--- config.mk ---
export PLATFORM = sky130hd
export DESIGN_NAME = header_field_value_extractor_unit
export DESIGN_NICKNAME = d
export VERILOG_FILES = /design/src/rtl/core/hfve_pkg.sv /design/src/rtl/core/hfve_cfg.sv /design/src/rtl/core/hfve_scan.sv /design/src/rtl/core/header_field_value_extractor_unit.sv
export SDC_FILE = /design/constraint.sdc
export NUM_CORES = 1
export LEC_CHECK = 0
export BUFFER_PORTS_ARGS = -buffer_cell sky130_fd_sc_hd__buf_2
export CAP_MARGIN = 20
export CELL_PAD_IN_SITES_DETAIL_PLACEMENT = 0
export CELL_PAD_IN_SITES_GLOBAL_PLACEMENT = 1
export CORE_MARGIN = 1.5
export CORE_UTILIZATION = 35
export DETAILED_ROUTE_END_ITERATION = 16
export PLACE_DENSITY_LB_ADDON = 0.1
export SLEW_MARGIN = 25
export SYNTH_ARGS = -nofsm -noshare
export SYNTH_HDL_FRONTEND = slang
export SYNTH_SLANG_ARGS = --single-unit
--- constraint.sdc ---
create_clock -name clock -period 12.84 [get_ports clock]
set_input_delay 1.284 -clock clock [delete_from_list [all_inputs] [get_ports clock]]
set_output_delay 1.284 -clock clock [all_outputs]
set_load 0.005 [all_outputs]
--- src/rtl/core/hfve_pkg.sv ---
// ----------------------------------------------------------------------------
// hfve_pkg
// Shared types, constants and character helpers for the header field value
// extractor.
// ----------------------------------------------------------------------------
package hfve_pkg;

   localparam int KEY_BYTES_DEFAULT = 8;
   localparam int CSR_DATA_W        = 64;
   localparam int CSR_INDEX_W       = 2;
   localparam int KEY_LENGTH_W      = 4;
   localparam int VALUE_LIMIT_W     = 8;

   localparam logic [CSR_INDEX_W-1:0] CSR_KEY_WORD    = 2'd0;
   localparam logic [CSR_INDEX_W-1:0] CSR_KEY_LENGTH  = 2'd1;
   localparam logic [CSR_INDEX_W-1:0] CSR_VALUE_LIMIT = 2'd2;

   localparam logic [VALUE_LIMIT_W-1:0] VALUE_LIMIT_RESET = 8'd255;

   localparam logic [7:0] CH_NUL   = 8'h00;
   localparam logic [7:0] CH_TAB   = 8'h09;
   localparam logic [7:0] CH_LF    = 8'h0A;
   localparam logic [7:0] CH_CR    = 8'h0D;
   localparam logic [7:0] CH_SPACE = 8'h20;
   localparam logic [7:0] CH_COMMA = 8'h2C;
   localparam logic [7:0] CH_COLON = 8'h3A;
   localparam logic [7:0] CH_EQUAL = 8'h3D;
   localparam logic [7:0] CH_LOW_A = 8'h61;
   localparam logic [7:0] CH_LOW_Z = 8'h7A;
   localparam logic [7:0] CASE_GAP = 8'h20;

   typedef enum logic [5:0] {
      PH_LEAD   = 6'b000001,
      PH_KEY    = 6'b000010,
      PH_SEEK   = 6'b000100,
      PH_SKIPV  = 6'b001000,
      PH_VALUE  = 6'b010000,
      PH_IGNORE = 6'b100000
   } phase_type;

   typedef struct packed {
      logic [7:0] text_byte;
      logic       buffer_end;
   } req_item_type;

   typedef struct packed {
      logic [7:0] out_byte;
      logic       is_value;
      logic       finished;
      logic       found;
   } rsp_item_type;

   function automatic logic is_line_end(input logic [7:0] c);
      return c inside {CH_NUL, CH_CR, CH_LF};
   endfunction

   function automatic logic is_lead_blank(input logic [7:0] c);
      return c inside {CH_SPACE, CH_COMMA, CH_TAB, CH_CR, CH_LF, CH_NUL};
   endfunction

   function automatic logic is_key_sep(input logic [7:0] c);
      return c inside {CH_COLON, CH_EQUAL, CH_TAB};
   endfunction

   function automatic logic is_value_sep(input logic [7:0] c);
      return c inside {CH_SPACE, CH_COLON, CH_EQUAL, CH_COMMA, CH_TAB};
   endfunction

   function automatic logic [7:0] upcase(input logic [7:0] c);
      return (c inside {[CH_LOW_A:CH_LOW_Z]}) ? c - CASE_GAP : c;
   endfunction

endpackage

--- src/rtl/core/hfve_cfg.sv ---
// ----------------------------------------------------------------------------
// hfve_cfg
// Configuration registers: key bytes, key length and value byte limit.
// ----------------------------------------------------------------------------
module hfve_cfg #(
   parameter int KEY_BYTES = hfve_pkg::KEY_BYTES_DEFAULT
) (
   input  logic                                  clock,
   input  logic                                  reset,
   input  logic                                  csr_we,
   input  logic [hfve_pkg::CSR_INDEX_W-1:0]      csr_index,
   input  logic [hfve_pkg::CSR_DATA_W-1:0]       csr_wdata,
   output logic [KEY_BYTES-1:0][7:0]             key_bytes,
   output logic [hfve_pkg::KEY_LENGTH_W-1:0]     key_length,
   output logic [hfve_pkg::VALUE_LIMIT_W-1:0]    value_limit
);
   import hfve_pkg::*;

   logic [KEY_BYTES-1:0][7:0]  key_ff, key_in;
   logic [KEY_LENGTH_W-1:0]    key_length_ff, key_length_in;
   logic [VALUE_LIMIT_W-1:0]   value_limit_ff, value_limit_in;

   always_comb begin
      key_in         = key_ff;
      key_length_in  = key_length_ff;
      value_limit_in = value_limit_ff;
      if (csr_we) begin
         case (csr_index)
            CSR_KEY_WORD:    key_in         = csr_wdata[KEY_BYTES*8-1:0];
            CSR_KEY_LENGTH:  key_length_in  = csr_wdata[KEY_LENGTH_W-1:0];
            CSR_VALUE_LIMIT: value_limit_in = csr_wdata[VALUE_LIMIT_W-1:0];
            default: begin
               // unmapped index: drop the write
            end
         endcase
      end
   end

   always_ff @(posedge clock) begin
      if (reset) begin
         key_ff         <= '0;
         key_length_ff  <= '0;
         value_limit_ff <= VALUE_LIMIT_RESET;
      end else begin
         key_ff         <= key_in;
         key_length_ff  <= key_length_in;
         value_limit_ff <= value_limit_in;
      end
   end

   assign key_bytes   = key_ff;
   assign key_length  = key_length_ff;
   assign value_limit = value_limit_ff;

endmodule

--- src/rtl/core/hfve_scan.sv ---
// ----------------------------------------------------------------------------
// hfve_scan
// Per-byte line scanner: search state registers and the combinational
// decision that yields at most one result for each byte.
// ----------------------------------------------------------------------------
module hfve_scan #(
   parameter int KEY_BYTES = hfve_pkg::KEY_BYTES_DEFAULT
) (
   input  logic                               clock,
   input  logic                               reset,
   input  logic                               step,
   input  hfve_pkg::req_item_type             item,
   input  logic [KEY_BYTES-1:0][7:0]          key_bytes,
   input  logic [hfve_pkg::KEY_LENGTH_W-1:0]  key_length,
   input  logic [hfve_pkg::VALUE_LIMIT_W-1:0] value_limit,
   output logic                               res_valid,
   output hfve_pkg::rsp_item_type             res
);
   import hfve_pkg::*;

   localparam int KPOS_W = $clog2(KEY_BYTES + 1);
   localparam int KIDX_W = (KEY_BYTES > 1) ? $clog2(KEY_BYTES) : 1;

   phase_type                phase_ff, phase_in;
   logic [KPOS_W-1:0]        key_pos_ff, key_pos_in;
   logic                     key_mis_ff, key_mis_in;
   logic [VALUE_LIMIT_W-1:0] value_count_ff, value_count_in;
   logic                     search_done_ff, search_done_in;

   logic [KPOS_W-1:0] klen;
   logic [7:0]        c;
   logic              line_end;

   assign c        = item.text_byte;
   assign line_end = is_line_end(c);
   assign klen     = (key_length > KEY_LENGTH_W'(KEY_BYTES)) ? KPOS_W'(KEY_BYTES)
                                                              : KPOS_W'(key_length);

   always_comb begin
      logic used;
      logic matched;
      logic emit;
      logic fin;
      logic fnd;
      logic [7:0] kb;
      phase_in       = phase_ff;
      key_pos_in     = key_pos_ff;
      key_mis_in     = key_mis_ff;
      value_count_in = value_count_ff;
      search_done_in = search_done_ff;
      used           = 1'b0;
      matched        = 1'b0;
      emit           = 1'b0;
      fin            = 1'b0;
      fnd            = 1'b0;
      kb             = key_bytes[key_pos_ff[KIDX_W-1:0]];
      res            = '0;

      if (search_done_ff) begin
         // swallow the rest of the buffer, rearm on its last byte
         used = 1'b1;
         if (item.buffer_end) begin
            phase_in       = PH_LEAD;
            key_pos_in     = '0;
            key_mis_in     = 1'b0;
            value_count_in = '0;
            search_done_in = 1'b0;
         end
      end else begin
         if (phase_in == PH_IGNORE) begin
            used = 1'b1;
            if (line_end) phase_in = PH_LEAD;
         end
         if (!used && phase_in == PH_LEAD) begin
            if (is_lead_blank(c)) begin
               used = 1'b1;
            end else begin
               phase_in   = PH_KEY;
               key_pos_in = '0;
               key_mis_in = 1'b0;
               kb         = key_bytes[0];
            end
         end
         if (!used && phase_in == PH_KEY) begin
            if (key_pos_in >= klen) begin
               phase_in = PH_SEEK;
            end else begin
               used = 1'b1;
               if (line_end) begin
                  phase_in = PH_LEAD;
               end else begin
                  if (upcase(c) != upcase(kb)) key_mis_in = 1'b1;
                  key_pos_in = key_pos_in + KPOS_W'(1);
                  if (key_pos_in >= klen) phase_in = key_mis_in ? PH_IGNORE : PH_SEEK;
               end
            end
         end
         if (!used && phase_in == PH_SEEK) begin
            used = 1'b1;
            if (is_key_sep(c))  phase_in = PH_SKIPV;
            else if (line_end)  phase_in = PH_LEAD;
         end
         if (!used && phase_in == PH_SKIPV) begin
            if (is_value_sep(c)) begin
               used = 1'b1;
            end else if (line_end) begin
               used    = 1'b1;
               matched = 1'b1;
            end else begin
               phase_in       = PH_VALUE;
               value_count_in = '0;
            end
         end
         if (!used && phase_in == PH_VALUE) begin
            if (line_end) begin
               matched = 1'b1;
            end else if (value_count_in < value_limit) begin
               emit           = 1'b1;
               value_count_in = value_count_in + VALUE_LIMIT_W'(1);
            end
         end

         if (matched || item.buffer_end) begin
            fin = 1'b1;
            fnd = matched || phase_in == PH_SKIPV || phase_in == PH_VALUE;
            if (item.buffer_end) begin
               phase_in       = PH_LEAD;
               key_pos_in     = '0;
               key_mis_in     = 1'b0;
               value_count_in = '0;
               search_done_in = 1'b0;
            end else begin
               search_done_in = 1'b1;
            end
         end

         res.out_byte = emit ? c : 8'd0;
         res.is_value = emit;
         res.finished = fin;
         res.found    = fnd;
      end
      res_valid = step && (emit || fin);
   end

   always_ff @(posedge clock) begin
      if (reset) begin
         phase_ff       <= PH_LEAD;
         key_pos_ff     <= '0;
         key_mis_ff     <= 1'b0;
         value_count_ff <= '0;
         search_done_ff <= 1'b0;
      end else if (step) begin
         phase_ff       <= phase_in;
         key_pos_ff     <= key_pos_in;
         key_mis_ff     <= key_mis_in;
         value_count_ff <= value_count_in;
         search_done_ff <= search_done_in;
      end
   end

endmodule

--- src/rtl/core/header_field_value_extractor_unit.sv ---
// Path: an accepted request is held in the input register, and its result is
//   then written to the result register, from which it is taken.
// Throughput: one request per cycle while the result channel does not stall.
// Reset: synchronous, active high; clears the search state, both channel
//   stages and the registers (key 0, key length 0, value limit 255).
// ----------------------------------------------------------------------------
// header_field_value_extractor_unit
// Streams text bytes, finds the first line led by the configured key and
// returns the value bytes of that line plus a closing found/not-found result.
// ----------------------------------------------------------------------------
module header_field_value_extractor_unit #(
   parameter int KEY_BYTES = hfve_pkg::KEY_BYTES_DEFAULT
) (
   input  logic                             clock,
   input  logic                             reset,
   input  logic                             req_valid,
   output logic                             req_ready,
   input  hfve_pkg::req_item_type           req_data,
   output logic                             rsp_valid,
   input  logic                             rsp_ready,
   output hfve_pkg::rsp_item_type           rsp_data,
   input  logic                             csr_we,
   input  logic [hfve_pkg::CSR_INDEX_W-1:0] csr_index,
   input  logic [hfve_pkg::CSR_DATA_W-1:0]  csr_wdata
);
   import hfve_pkg::*;

   logic                      in_valid_ff, in_valid_in;
   req_item_type              in_item_ff;
   logic                      rsp_valid_ff, rsp_valid_in;
   rsp_item_type              rsp_data_ff;
   logic                      advance;
   logic                      res_valid;
   rsp_item_type              res;
   logic [KEY_BYTES-1:0][7:0] key_bytes;
   logic [KEY_LENGTH_W-1:0]   key_length;
   logic [VALUE_LIMIT_W-1:0]  value_limit;

   hfve_cfg #(.KEY_BYTES(KEY_BYTES)) u_cfg (
      .clock       (clock),
      .reset       (reset),
      .csr_we      (csr_we),
      .csr_index   (csr_index),
      .csr_wdata   (csr_wdata),
      .key_bytes   (key_bytes),
      .key_length  (key_length),
      .value_limit (value_limit)
   );

   hfve_scan #(.KEY_BYTES(KEY_BYTES)) u_scan (
      .clock       (clock),
      .reset       (reset),
      .step        (advance),
      .item        (in_item_ff),
      .key_bytes   (key_bytes),
      .key_length  (key_length),
      .value_limit (value_limit),
      .res_valid   (res_valid),
      .res         (res)
   );

   // advance the held request once the result slot is free or draining
   assign advance   = in_valid_ff && (!rsp_valid_ff || rsp_ready);
   assign req_ready = !in_valid_ff || advance;

   always_comb begin
      in_valid_in = in_valid_ff;
      if (req_valid && req_ready) in_valid_in = 1'b1;
      else if (advance)           in_valid_in = 1'b0;

      if (advance) rsp_valid_in = res_valid;
      else         rsp_valid_in = rsp_valid_ff && !rsp_ready;
   end

   always_ff @(posedge clock) begin
      if (reset) begin
         in_valid_ff  <= 1'b0;
         rsp_valid_ff <= 1'b0;
      end else begin
         in_valid_ff  <= in_valid_in;
         rsp_valid_ff <= rsp_valid_in;
      end
   end

   always_ff @(posedge clock) begin
      if (req_valid && req_ready) in_item_ff  <= req_data;
      if (advance && res_valid)   rsp_data_ff <= res;
   end

   assign rsp_valid = rsp_valid_ff;
   assign rsp_data  = rsp_data_ff;

endmodule

; Word level (Yosys, flattened, before mapping)
; Index checks and enable logic that the tools add are counted.
[classes]
n_bitwise = 2
addsub = 4
n_reduce_logical = 39
muxes = 100
n_lt_le_gt_ge = 9
n_eq_ne = 18
[op_table]
columns = operator, count
row1 = 6-bit 2-to-1 mux, 24
row2 = 8-bit 2-to-1 mux, 17
row3 = 1-bit 2-to-1 mux, 47
row4 = 4-bit 2-to-1 mux, 11
row5 = 8-bit by 6-bit == test with 1-bit output (second input constant), 4
row6 = 8-bit binary-select mux with 3-bit select, 1
row7 = 8-bit by 4-bit == test with 1-bit output (second input constant), 3
row8 = 8-bit by 7-bit >= comparator with 1-bit output (second input constant), 2
row9 = 8-bit by 7-bit <= comparator with 1-bit output (second input constant), 2
row10 = 8-bit by 6-bit subtractor with 8-bit output (second input constant), 2
row11 = 6-bit by 4-bit == test with 1-bit output (second input constant), 2
row12 = 1-bit logical AND, 12
row13 = 8-bit by 1-bit adder with 8-bit output (second input constant), 1
row14 = 4-bit >= comparator, 2
row15 = 1-bit zero test, 8
row16 = 8-bit zero test, 1
row17 = 8-bit less-than comparator, 1
row18 = 8-bit inequality test, 1
row19 = 2-bit AND reduction, 4
row20 = 6-bit by 1-bit == test with 1-bit output (second input constant), 1
row21 = 6-bit by 2-bit == test with 1-bit output (second input constant), 1
row22 = 6-bit by 3-bit == test with 1-bit output (second input constant), 1
row23 = 6-bit by 5-bit == test with 1-bit output (second input constant), 1
row24 = 6-bit == test (second input constant), 1
row25 = other kinds (14), 22
[word_totals]
wordCells = 195
regBits = 118

; Depth between registers and ports, before layout
; Gate-level depths: netlist of run 1.
[depth]
ltp_word = 42
depth_mapped = 34
ltp_nobuf = 30

; By module
; A second synthesis of run 1 with hierarchy kept.
[unflattened]
hier_cells = 762
hier_area_um2 = 7223.2
[by_module_without_submodules]
columns = module, seq_area_each_um2, cells_each, area_per_inst_um2, instances
row1 = hfve_cfg, 1521.5, 330, 3384.5, 1
row2 = hfve_scan, 400.4, 401, 3131.8, 1
row3 = header_field_value_extractor_unit, 640.6, 31, 706.9, 1

; Least setup slack after synthesis of run 1
; Ideal clock, no wire load.
[synth_path]
path_type = register to register
from = register in_item_ff[6] (netlist name)
to = register rsp_data_ff, in the netlist rsp_data[0], enable pin
synth_period_minus_slack_ns = 7.106
arrival_ns = 6.709
setup_time_ns = 0.397
path_stages_with_launch = 30
path_slack_ns = 5.734
t_required_ns = 12.443
path_cell_list = edfxtp_1 ha_1 nor4b_1 a41o_1 a21o_2 or2_1 buf_6 buf_4 and2_1 ha_1 xnor2_1 ha_1 o21ai_0 a21oi_1 nor3_1 nor3b_1 o211ai_1 or3_1 clkbuf_1 and2_1 ha_1 a21o_1 a21o_1 a21oi_1 o211ai_1 a2111oi_0 inv_1 o31ai_1 nand2_1 a211oi_1
[synth_between]
elab_chain_len = 42
elab_cells_between_ends = 107
[synth_lines]
columns = item, line
row1 = start: declaration, header_field_value_extractor_unit.sv:29  ; req_item_type in_item_ff;
row2 = start signal: assignment, header_field_value_extractor_unit.sv:86  ; if (req_valid && req_ready) in_item_ff <= req_data;
row3 = "parallel branches: the longest is 39 deep, another holds 8-bit by 7-bit >= comparator with 1-bit output", -
row4 = 1-bit logical OR (*), hfve_scan.sv:142  ; res_valid = step && (emit || fin);
row5 = 1-bit logical AND (*), hfve_scan.sv:142
row6 = 1-bit logical AND (*), header_field_value_extractor_unit.sv:87  ; if (advance && res_valid) rsp_data_ff <= res;
row7 = end signal: assignment, header_field_value_extractor_unit.sv:87
row8 = end: declaration, header_field_value_extractor_unit.sv:31  ; rsp_item_type rsp_data_ff;
; Mark *: on every way between the ends. The select of a mux whose other input is x is not followed.
; A chain may end at the register's enable or synchronous reset.

; Worst setup path after layout of run 1
[layout_path]
from = register in_item_ff[7] (netlist name)
to = register rsp_data_ff, in the netlist rsp_data[1], enable pin
; Same word-level chain as after synthesis.

==> run_results.csv, run 1 <==
group,metric,value,unit
status,status,"finished, final reports clean",
detailed_routing,drtPass1Iterations,4,
place,hpwl,12.2,mm
power,power.internal,726,uW
clock_tree,cts.sinks,118,
detailed_routing,routedWlPerCell,16.6,um
critical_path,cpPeakStageDelay,0.67,ns
final_layout,antenna_cells,0,
final_layout,nNetsFinal,879,
yosys,synthesis.area,6110,um^2
clock_tree,tritoncts,"built",
yosys,synth_top_cell_area_share,0.321,
detailed_routing,viasPerCell,5.15,
timing,setup_viol,0,
critical_path,cp_common_cell,"ha_1",
floorplan,die_w,135,um
detailed_routing,ant_nets,0,
power,peakVddDrop,0.0919,mV
critical_path,required,12.95,ns
grt,first_global_vias,5209,
yosys,yosysWarnings,0,
timing,rsz0062_at_grt,"no",
yosys,synth_fp_nets,807,
yosys,synth_edf_count,20,
yosys,ys_seq_elements,118,
critical_path,r2r_slack,5.41,ns
clock_tree,ctsRootBufferMaster,"clkbuf_16",
final_layout,drive_gt1_frac,0.200,
power,power_frac_seq,0.418,
yosys,yosysTopAreaCell,"dfxtp_1",
final_layout,fillers,1809,
timing,final_hold_viol_count,0,
power,comb_power_share,0.090,
critical_path,cp.arrival,7.54,ns
clock_tree,cts_resized,0,
clock_tree,cts.clk_slew.worst_paths,0.05,ns
grt,grt_max_degree,94,
timing,tns,0,ns
grt,antenna_found_initial,0,
worst_hold_path,min_path_type,"reg2reg",
timing,fmax,135,MHz
yosys,synth.distinct_cells,60,
critical_path,critPathKind,"reg2reg",
final_layout,design_area,7300,um^2
clock_tree,h-tree-depth,4,
critical_path,critPathLaunchType,"flop",
yosys,synth-async-reset-ratio,0,
timing,skew,0.00585,ns
clock_tree,clockBufferDepth,2,
critical_path,worst_setup_path_end_kind,"flop",
critical_path,cp_slowest_cell,"a2111oi_0",
worst_hold_path,worstHoldStart,"u_cfg.key_bytes[36]",
grt,grt_pass1_wl,27.5,mm
power,power.density,130,nW/um^2
worst_hold_path,worstHoldEndpoint,"u_cfg.key_bytes[36]",
yosys,yosys_most_used_dff,"dfxtp_1",
yosys,yosysMostFrequentCell,"nand2_1",
floorplan,fp.dieArea,18300,um^2
floorplan,die_h,135,um
worst_hold_path,hold_path_depth,2,
power,power_frac_clock,0.491,
power,leakagePower,0.00290,uW
yosys,synth.top_cells.by_area,"dfxtp_1 32%, edfxtp_1 9.8%, nand2_1 9.8%, a21oi_1 6.7%, mux4_2 5.9%",
clock_tree,cts_setup_buffers,0,
floorplan,initial_core_util,0.356,
critical_path,rr_startpoint,"in_item_ff[7]",
floorplan,io_pins,93,
clock_tree,cts_made_buffers,17,
place,io_buffers,92,
critical_path,r2r_end,"rsp_data[1]",
critical_path,crit_path_max_fanout,17,
detailed_routing,num_vias,5226,
detailed_routing,drt-initial-drc-count,274,
detailed_routing,wl,16.8,mm
final_layout,syn_to_final_growth,19.4,%
flow_run,cap_viol_max_count,0,
floorplan,core,17200,um^2
timing,period_needed,7.43,ns
power,switching_share,0.237,
grt,grt_usage,0.194,
power,p_sw,225,uW
yosys,ys_seq_area_frac,0.419,
timing,finalCritPeriodShare,0.578,
yosys,synth_common_cells,"159 x nand2_1, 98 x dfxtp_1, 82 x a21oi_1",
grt,overflow,0,
timing,slew_headroom,0.366,
detailed_routing,drc,0,
critical_path,r2r_cells,28,
yosys,synth_cells,707,
timing,worst_slew_pin_slew,0.943,ns
floorplan,fp-row-count,48,
place,placed_area,6710,um^2
timing,slew_violations,0,
yosys,synth_area_per_cell,8.65,um^2
clock_tree,holdBufCountCts,0,
clock_tree,clk-insertion-delay-late,0.41,ns
place,gp_congestion,0.834,
critical path, delay by kind of cell, from the launching register on:
family	cells	cell delay, ns
fa+ha+maj	4	0.98
buf+inv	4	0.64
compound gates	10	2.66
simple gates	10	2.40
flops	1	0.46
worst max path at each step:
stage                        from  cells past startpoint  slack, ns            to
global route        in_item_ff[7]                     28       4.54   rsp_data[1]
detailed placement  in_item_ff[7]                     28       5.44  rsp_data[10]
floorplan           in_item_ff[6]                     29       5.73   rsp_data[0]
global placement    in_item_ff[6]                     27       5.64  rsp_data[10]
finish              in_item_ff[7]                     28       5.41   rsp_data[1]
CTS                 in_item_ff[7]                     28       5.42   rsp_data[1]
area by class of cell:
class	count	area, um^2	share of cell area
multi-input cells	520	3280	0.449
flip-flops and latches	118	2560	0.351
repair buffers	97	502	0.0687
clock buffers	23	488	0.0668
well taps	225	282	0.0386
clock inverters	7	96.3	0.0132
inverters	25	93.8	0.0129
flip-flops by register name (all words and copies together) (netlist names):
name and cells:
u_cfg.key_bytes 64, u_cfg.key_length 4, in_item_ff 9, u_scan.key_mis_ff 1, u_scan.search_done_ff 1, rsp_valid 1
in_valid_ff 1, u_cfg.value_limit 8, u_scan.key_pos_ff 4, rsp_data 11, u_scan.value_count_ff 8, u_scan.phase_ff 6
power by group through the flow:
stage | clock network (uW) | registers (uW) | logic (uW)
2_1_floorplan | 0 | 401 | 59.5
3_3_place_gp | 0 | 405 | 85.2
3_5_place_dp | 0 | 406 | 86.1
4_1_cts | 479 | 398 | 86.4
5_1_grt | 495 | 399 | 97.1
6_report | 467 | 398 | 85.7
metrics by stage:
| step | util | setup WS, ns | total power [uW] | hold WS [ns] | cells |
|---|---|---|---|---|---|
| 6_report | 0.425 | 5.41 | 951 | 0.453 | 1015 |
| 5_1_grt | 0.425 | 4.54 | 991 | 0.469 | 1015 |
| 4_1_cts | 0.425 | 5.42 | 963 | 0.455 | 1015 |
| 3_5_place_dp | 0.391 | 5.44 | 492 | 0.447 | 985 |
| 3_3_place_gp | 0.391 | 5.64 | 491 | 0.441 | 985 |
| 2_1_floorplan | - | 5.73 | 460 | 0.433 | 707 |
logic make-up (layout without fill, tap and decap cells):
kind of cell	count (synthesis)	count (layout)	share of synthesized area
and+or+nand+nor	289	289	0.217
AOI/OAI and AO/OA	160	160	0.161
DFF	118	118	0.419
buffers and inverters	69	152	0.0465
muxes	37	37	0.0956
adders and majority gates	20	20	0.0409
xor gates and xnor gates	14	14	0.0201
placed cells by master (no fill, tap or decap), drive strengths merged, types with 4 or more instances in the layout:
cell | synthesis | routed
nor2b | 6 | 6
a31oi | 9 | 9
xor2 | 6 | 6
nor3 | 15 | 15
buf | 12 | 97
mux2i | 13 | 13
a211o | 9 | 9
inv | 25 | 25
a21o | 6 | 6
mux4 | 16 | 16
edfxtp | 20 | 20
a22oi | 4 | 4
and2 | 18 | 18
or3 | 4 | 4
nand4 | 5 | 5
dfxtp | 98 | 98
ha | 20 | 20
xnor2 | 8 | 8
clkbuf | 32 | 23
mux2 | 8 | 8
and3 | 9 | 9
o21ai | 20 | 20
nand3 | 10 | 10
o211ai | 5 | 5
nor2 | 39 | 39
o31ai | 4 | 4
a21oi | 82 | 82
nand2b | 7 | 7
nand2 | 159 | 159
metal layers:
layer,global-route usage,share of wire,up-vias
li1,-,-,2632
met1,0.244,0.45,2482
met2,0.331,0.50,97
met3,0.0434,0.037,15
met4,0.0591,0.014,0
met5,0,0,-
(Power assumes the default switching activity.)
==> run 2: changes to the inputs <==
==> constraint.sdc (replaced) <==
create_clock -name clock -period 6.99 [get_ports clock]
set_input_delay 0.699 -clock clock [delete_from_list [all_inputs] [get_ports clock]]
set_output_delay 0.699 -clock clock [all_outputs]
set_load 0.005 [all_outputs]
==> run 2 against run 1 <==
  * Non-clock buffer count grew 13
  * Final cell count is 1.4% higher
  * Hold slack worse by 0.0024 ns
  * Final area grew 1.3%
  * Clock power rose by 78%
  * Critical path depth is 1 higher
  * Clock skew increased by 0.0022 ns
  * First-iteration DRC count is 3.6% lower
  * Setup slack got worse by 5.0 ns
  * Via count increased by 0.52%
  * Core utilization up 0.53 points
  * Sequential cell count did not move
  * Critical path type unchanged
  * Largest cell class unchanged
==> run_results.csv, run 2 (synthesis gave the netlist of run 1 again) <==
group,metric,value,unit
clock_tree,clk-insertion-delay-late,0.41,ns
timing,period_needed,6.53,ns
power,power.density,234,nW/um^2
status,status,"finished, final reports clean",
timing,slew_violations,0,
critical_path,cp_slowest_cell,"or3_4",
critical_path,cpPeakStageDelay,0.46,ns
timing,finalCritPeriodShare,0.934,
detailed_routing,num_vias,5253,
critical_path,r2r_end,"rsp_data[2]",
critical_path,rr_startpoint,"in_item_ff[7]",
timing,slew_headroom,0.401,
clock_tree,cts.clk_slew.worst_paths,0.05,ns
clock_tree,cts_setup_buffers,0,
place,io_buffers,92,
critical_path,critPathCapture,"rsp_data[2]",
grt,overflow,0,
detailed_routing,viasPerCell,5.10,
floorplan,core,17200,um^2
clock_tree,cts_made_buffers,17,
critical_path,crit_path_max_fanout,12,
clock_tree,clockBufferDepth,2,
timing,setup_viol,0,
critical_path,cp_common_cell,"ha_1",
power,leakagePower,0.00297,uW
clock_tree,ctsRootBufferMaster,"clkbuf_16",
final_layout,nNetsFinal,892,
timing,fmax,153,MHz
grt,grt_pass1_wl,26.8,mm
clock_tree,holdBufCountCts,0,
grt,grt_max_degree,65,
detailed_routing,wl,16.8,mm
final_layout,syn_to_final_growth,20.9,%
place,hpwl,12.3,mm
critical_path,r2r_slack,0.46,ns
timing,rsz0062_at_grt,"no",
final_layout,final_cell_mix,"159 x nand2_1, 98 x dfxtp_1, 92 x buf_2",
final_layout,largest_reg_flops,64,
detailed_routing,ant_nets,0,
critical_path,critPathLaunchType,"flop",
place,gp_congestion,0.822,
critical_path,r2r_cells,29,
power,peakVddDrop,0.158,mV
grt,antenna_found_initial,0,
flow_run,cap_viol_max_count,0,
final_layout,final_common_cell,"nand2_1",
critical_path,required,7.10,ns
timing,final_hold_viol_count,0,
final_layout,fin_util,0.430,
final_layout,drive_gt1_frac,0.216,
floorplan,fp.dieArea,18300,um^2
clock_tree,cts.sinks,118,
grt,grt_usage,0.192,
timing,skew,0.00801,ns
detailed_routing,drtPass1Iterations,6,
critical_path,cp.arrival,6.64,ns
critical_path,worst_setup_path_end_kind,"flop",
critical_path,critPathKind,"reg2reg",
clock_tree,h-tree-depth,4,
detailed_routing,drt-initial-drc-count,264,
floorplan,fp-row-count,48,
worst_hold_path,worstHoldStart,"u_cfg.key_bytes[36]",
timing,worst_slew_pin_slew,0.898,ns
floorplan,die_w,135,um
detailed_routing,drc,0,
floorplan,die_h,135,um
grt,first_global_vias,5155,
floorplan,io_pins,93,
worst_hold_path,min_path_type,"reg2reg",
clock_tree,tritoncts,"built",
final_layout,antenna_cells,0,
floorplan,initial_core_util,0.356,
detailed_routing,routedWlPerCell,16.3,um
critical_path,critPathLaunch,"in_item_ff[7]",
timing,tns,0,ns
## run 2: area by class of cell
class / count / area (um^2)
clock buffer: 21 / 472
clock inverter: 10 / 96.3
fill: 1810 / 9780
inverter: 25 / 93.8
multi-input combinational: 520 / 3290
sequential: 118 / 2560
tap: 225 / 282
timing repair buffer: 110 / 596
## run 2: where the power goes
| part | internal (uW) | switching (uW) | leakage (uW) |
|---|---|---|---|
| clock network | 518 | 315 | 0.000275 |
| registers | 712 | 17.1 | 0.000996 |
| logic | 69.8 | 98.2 | 0.00170 |
| total | 1300 | 430 | 0.00297 |
## run 2: worst min-delay path by stage
stage                                endpoint  slack [ns]  depth (start not counted)
after CTS                       in_item_ff[5]        0.44                          1
after global placement    u_cfg.key_bytes[40]        0.44                          2
after detailed placement  u_cfg.key_bytes[36]        0.45                          2
after floorplan           u_cfg.key_bytes[13]        0.43                          2
final                     u_cfg.key_bytes[36]        0.45                          2
after global routing            in_item_ff[3]        0.44                          1
## run 2: through the flow
stage	setup WS, ns	hold WS [ns]	power (uW)	cell area [um^2]	instances
floorplan	0.239	0.433	846	6120	707
global route	0.0301	0.439	1810	7390	1029
global placement	0.431	0.440	909	6810	998
detailed placement	0.316	0.445	911	6810	998
finish	0.460	0.450	1730	7390	1029
CTS	0.279	0.442	1750	7380	1029
## run 2: layer usage
| layer | GRT usage | share of wire | vias to the layer above |
|---|---|---|---|
| met3 | 0.0419 | 0.041 | 27 |
| met5 | 0 | 0 | - |
| met4 | 0.0890 | 0.031 | 0 |
| li1 | - | - | 2657 |
| met1 | 0.233 | 0.44 | 2450 |
| met2 | 0.325 | 0.48 | 119 |
## run 2: timing repair
item | CTS | global route
endpoints found under the setup margin | 0 | 26
endpoints found under the hold margin | 0 | 0
gates resized for setup | 0 | 2
## run 2: worst max-delay path, delay by kind of cell, from the launching register on
kind,cells,cell delay [ns]
compound gates,10,2.05
simple gates,10,2.03
fa+ha+maj,4,1.01
buf+inv,4,0.57
flops,1,0.42
xor+xnor,1,0.14
